### config.mk
export PLATFORM = sky130hd
export DESIGN_NAME = scba_head_table
export DESIGN_NICKNAME = d
export VERILOG_FILES = /design/src/rtl/scba_head_table.sv
export SDC_FILE = /design/constraint.sdc
export NUM_CORES = 1
export LEC_CHECK = 0
export BUFFER_PORTS_ARGS = -buffer_cell sky130_fd_sc_hd__buf_2
export CORE_UTILIZATION = 45
export CTS_CLUSTER_DIAMETER = 40
export CTS_CLUSTER_SIZE = 16
export DETAILED_ROUTE_END_ITERATION = 16
export PLACE_DENSITY = 0.58
export SYNTH_ARGS = -nofsm -noshare
export SYNTH_HDL_FRONTEND = slang
export SYNTH_SLANG_ARGS = --single-unit
export TNS_END_PERCENT = 1
### constraint.sdc
create_clock -name aclk -period 5.4 [get_ports aclk]
set_input_delay 1.62 -clock aclk [delete_from_list [all_inputs] [get_ports aclk]]
set_output_delay 1.62 -clock aclk [all_outputs]
set_load 0.02 [all_outputs]
### src/rtl/scba_head_table.sv
// free list head table with per-class valid bits and a registered read
module scba_head_table #(
    parameter int DEPTH  = 64,
    parameter int AW     = 6,
    parameter int DATA_W = 18
) (
    input  logic              aclk,
    input  logic              aresetn,
    input  logic              wr_en,
    input  logic [AW-1:0]     wr_addr,
    input  logic [DATA_W-1:0] wr_data,
    input  logic              rd_en,
    input  logic [AW-1:0]     rd_addr,
    output logic [DATA_W-1:0] rd_data
);

    logic [DATA_W-1:0] mem [DEPTH];
    logic [DEPTH-1:0]  vld_reg;
    logic [DATA_W-1:0] rd_data_reg;

    always_ff @(posedge aclk) begin
        if (wr_en) begin
            mem[wr_addr] <= wr_data;
        end
    end

    always_ff @(posedge aclk) begin
        if (!aresetn) begin
            vld_reg <= '0;
        end else if (wr_en) begin
            vld_reg[wr_addr] <= 1'b1;
        end
    end

    // a class never written reads as an empty list
    always_ff @(posedge aclk) begin
        if (rd_en) begin
            rd_data_reg <= vld_reg[rd_addr] ? mem[rd_addr] : '0;
        end
    end

    assign rd_data = rd_data_reg;

endmodule

; Word level (Yosys, flattened, before mapping)
; Memories as Yosys holds them, arrays and structs flattened. A register that Yosys moved wholly into a read port is not among the register bits.
; Cells that the tools add are included.
[word_totals]
register_bits = 64
mem_bits_rw = 1152
in_bits = 34
output_inout_bits = 18
n_memories = 1
[memory_table]
columns = name, words, word_bits, rd, rd_clocked_by_memory_dff, wr, line
row1 = mem, 64, 18, 1, 1, 1, 17  ; logic [DATA_W-1:0] mem [DEPTH];
[op_classes]
order_cmp = 3
muxes = 6
n_bitwise = 1
reduce_logical = 2
[op_table]
columns = operator, n
row1 = 64-bit OR, 1
row2 = 6-bit by 7-bit < comparator with 1-bit output (second input constant), 2
row3 = 1-bit binary-select mux with 6-bit select, 1
row4 = 1-bit demux with 6-bit select, 1
row5 = 6-bit by 1-bit >= comparator with 1-bit output (second input constant), 1
row6 = 1-bit two-way mux, 4
row7 = 1-bit logical AND, 1
row8 = 1-bit logical NOT, 1

; Longest topological paths before layout
[logic_depth]
depth_word = 5
mapped_depth = 10

; Worst setup path before layout
; Ideal clock, no wire load.
[synth_timing]
path_kind = input -> register
start = input port wr_en
end = memory mem[48][0] (enable)
setup_time_ns = 0.418
t_arrival_ns = 3.415
t_required_ns = 4.982
setup_slack_ns = 1.567
cell_stages = 3
n_path_buf = 0
cell_sequence = nor2b_1 -> nand3_1 -> nor3_1
[synth_via]
elab_chain_len = 2
[synth_rtl]
columns = item, line
row1 = "start, declared", 9  ; input logic wr_en,
row2 = 1-bit two-way mux, 22  ; if (wr_en) begin
row3 = 1-bit two-way mux (implied by the code), 23  ; mem[wr_addr] <= wr_data;
row4 = "end, declared", 17
; Every way passes these cells.

; Worst setup path in the final report
[layout_timing]
start = input port rd_addr[0]
end = register rd_data_reg[10] (netlist: rd_data[10]), read port of mem (data pin)
[layout_via]
elab_chain_len = 3
[layout_rtl]
columns = item, line
row1 = "start, declared", 13  ; input logic [AW-1:0] rd_addr,
row2 = 1-bit binary-select mux with 6-bit select, 38  ; rd_data_reg <= vld_reg[rd_addr] ? mem[rd_addr] : '0;
row3 = 1-bit two-way mux (implied by the code), 38
row4 = 1-bit logical NOT (no source line), n/a
row5 = "end, declared", 19  ; logic [DATA_W-1:0] rd_data_reg;
; Several ways; a longest one is shown, not always the timed one. The select of a mux whose other input is x is not followed.
; A chain may end at the register's enable or synchronous reset.

==> metrics.txt <==
routability congestion estimate=0.828; Setup TNS Final=0 ns; proportion of register bits with asynchronous set or reset after synthesis=0%; NetSw=4.80 mW; met1 routing resource usage after global routing=33.1%; final instance count without filler cells=3807; category of the worst setup path capture point=flip-flop; capture endpoint of the worst hold path=vld_reg[38]; placed wire-length estimate after detailed placement=68.5 mm; Seq pwr share=48.8%; design internal power=16.8 mW; wirelength, routed=121 mm; depth of the CTS H-tree=4; number of flip-flops under the largest register name=1152; Antenna Violating Nets Remaining=0; hold path startpoint=vld_reg[38]; Post-CTS Hold Buffers=0; Via density=6.02; most instantiated flip-flop cell in the synthesis netlist=sky130_fd_sc_hd__edfxtp_1; met3 usage=4.62%; Avg WL per Cell=31.7 microns; worst-case setup slack after placement=0.612 ns; grt ovf=0; number of rows created at floorplan=117; post-synthesis to final-layout area growth=16.8%; clock tree buffer depth=3; drt pass-1 iters=5; library cell with the largest summed area after synthesis=sky130_fd_sc_hd__edfxtp_1; starting density of the core=45.6%; number of maximum-capacitance constraint violations=0; Resized cells post-CTS=0; minimum setup slack among reg-to-reg paths=3.02 ns; most repeated cell in the gate-level netlist after synthesis=sky130_fd_sc_hd__edfxtp_1; worst IR drop on VDD=0.000262 V; max_slew headroom=33.3%; leading post-synthesis cells by instance count=sky130_fd_sc_hd__edfxtp_1, sky130_fd_sc_hd__mux4_2, sky130_fd_sc_hd__a22oi_1; Least-Margin Pin Slew=0.998 ns; via count=22.9k; number of synthesized register bits=1234; unique cell type count in the Yosys netlist=37; layout cell share with drive strength beyond 1=32.7%; y dimension of the die=324 microns; summed instance area of the synthesized netlist=46700 sq um; number of slew-limit violations in the final report=0; count of pins on the block boundary=52; Root Buffer=sky130_fd_sc_hd__clkbuf_16; Iter 0 DRT Violations=2446; number of warnings issued by yosys=0; required arrival time at the worst endpoint=5.88 ns; Finish-stage setup viols=0; least setup slack across all paths after layout=1.41 ns; maximum number of pins on one net before global-route repair=74; fmax=0.250 GHz; clk_skew=0.0276 ns; cells on worst reg2reg path=5; number of setup buffers added after CTS=0; area share of the largest cell type after synthesis=75.3%; logic gate share of total power=4.4%; share of the yosys chip area belonging to registers=78.0%; proportion of total power due to net switching=22.2%; average cell area after synthesis=22.2 sq um; total track usage=23.6%; # placed instances=3528; wire length of the first global-routing pass=172 mm; hold-critical path depth=1; RSZ-0062 raised after global routing=false; later-pin clock latency in the skew report=0.77 ns; Core Box Area=102000 sq um; GRT met2 Usage=37.2%; Power Density=397 nW/um^2; layout net count=2343; layer with the highest usage after global routing=met2; critical path launch point type=input pin; Leakage Power=17.2 nW; total CTS buffers=147; critical path start-end classification=input pin to flip-flop; period utilisation layout=73.9%; total DRC errors in the routed layout=0; top cells by area, synth=sky130_fd_sc_hd__edfxtp_1, sky130_fd_sc_hd__mux4_2, sky130_fd_sc_hd__dfxtp_1; vias in the first global route=23.2k; Arr. time, crit path=4.47 ns; floorplan die area=105000 sq um; Reg2Reg Launch Point=mem[63][10]; critical register-to-register path endpoint=rd_data[10]; clock-pin slew reported for the worst setup and hold paths after clock tree synthesis=0.07 ns; number of antenna violations at the first check in global routing=9; critical-path maximum fanout=38; synthesized netlist cell count=2105; Clk pwr share=46.8%; hold violation total from the final report=0; status=completed; clock tree from TritonCTS=yes; clock sink total=1234; type of the worst min-delay path=flip-flop to flip-flop; number of flops mapped to enable cells by yosys=1170; time the worst path needs with I/O delays and setup=3.99 ns; IO Port Bufs=51; DIE WIDTH=324 microns; Net Count, Synth=2139
layout by cell type, fill, tap and decap left out, types with 19 or more instances in the layout:
master / n
sky130_fd_sc_hd__edfxtp_1: 1170
sky130_fd_sc_hd__a21oi_1: 90
sky130_fd_sc_hd__dfxtp_1: 64
sky130_fd_sc_hd__mux4_2: 296
sky130_fd_sc_hd__a22oi_1: 146
sky130_fd_sc_hd__clkbuf_16: 151
sky130_fd_sc_hd__o21a_1: 64
sky130_fd_sc_hd__inv_6: 19
sky130_fd_sc_hd__buf_2: 49
sky130_fd_sc_hd__nor2_2: 49
sky130_fd_sc_hd__buf_4: 112
area by class of cell:
class / instances / area [sq um]
Fill cell: 7725 / 47800
Timing Repair Buffer: 177 / 1400
Antenna cell: 5 / 12.5
Multi-Input combinational cell: 748 / 9840
Sequential cell: 1234 / 36400
Clock buffer: 164 / 3860
Clock inverter: 110 / 1260
Inverter: 1 / 3.75
Tap cell: 1368 / 1710
power groups by stage:
stage	clock network, mW	registers, mW	logic, mW
detailed placement	0	10.8	0.962
global placement	0	10.8	0.948
floorplan	0	10.8	0.499
CTS	10.3	10.6	0.964
finish	10.1	10.6	0.952
global route	10.7	10.6	1.01
worst max path at each step:
stage | start | end | slack (ns) | cells past startpoint
final | rd_addr[0] | rd_data[10] | 1.41 | 8
after global placement | rd_addr[0] | rd_data[10] | 0.61 | 8
after global routing | rd_addr[0] | rd_data[10] | 1.31 | 8
after CTS | rd_addr[0] | rd_data[10] | 1.42 | 8
after floorplan | wr_en | mem[48][0] | 1.57 | 3
after detailed placement | rd_addr[0] | rd_data[10] | 0.61 | 8
worst max-delay path, stage by stage:
cell	delay [ns]
sky130_fd_sc_hd__buf_8	0.40
sky130_fd_sc_hd__buf_12	0.27
sky130_fd_sc_hd__buf_12	0.30
sky130_fd_sc_hd__mux4_2	0.61
sky130_fd_sc_hd__a22oi_1	0.26
sky130_fd_sc_hd__a21oi_1	0.26
sky130_fd_sc_hd__nor4_1	0.56
sky130_fd_sc_hd__a21oi_1	0.08
metrics by stage:
stage	instance area (sq um)	power, mW	util, %	hold WS, ns
after floorplan	46700	11.3	-	0.432
after global placement	49400	11.7	48.2	0.441
after detailed placement	49400	11.7	48.2	0.448
after CTS	54500	21.8	53.2	0.463
after global routing	54500	22.3	53.2	0.472
final	54500	21.6	53.3	0.461
layer usage:
layer | vias up | part of all wire [%]
met1 | 12340 | 42
met4 | 4 | 2.8
met2 | 942 | 48
met5 | - | 0.018
met3 | 193 | 7.6
li1 | 9431 | -
cells by family after synthesis:
kind of cell           Yosys count  share of synthesized area, %
muxes                          308                          14.7
buffers and inverters          123                          1.43
DFF                           1234                          78.0
AOI/OAI and AO/OA              311                          4.54
and+or+nand+nor                129                          1.30
Power figures use the tool's default switching activity.
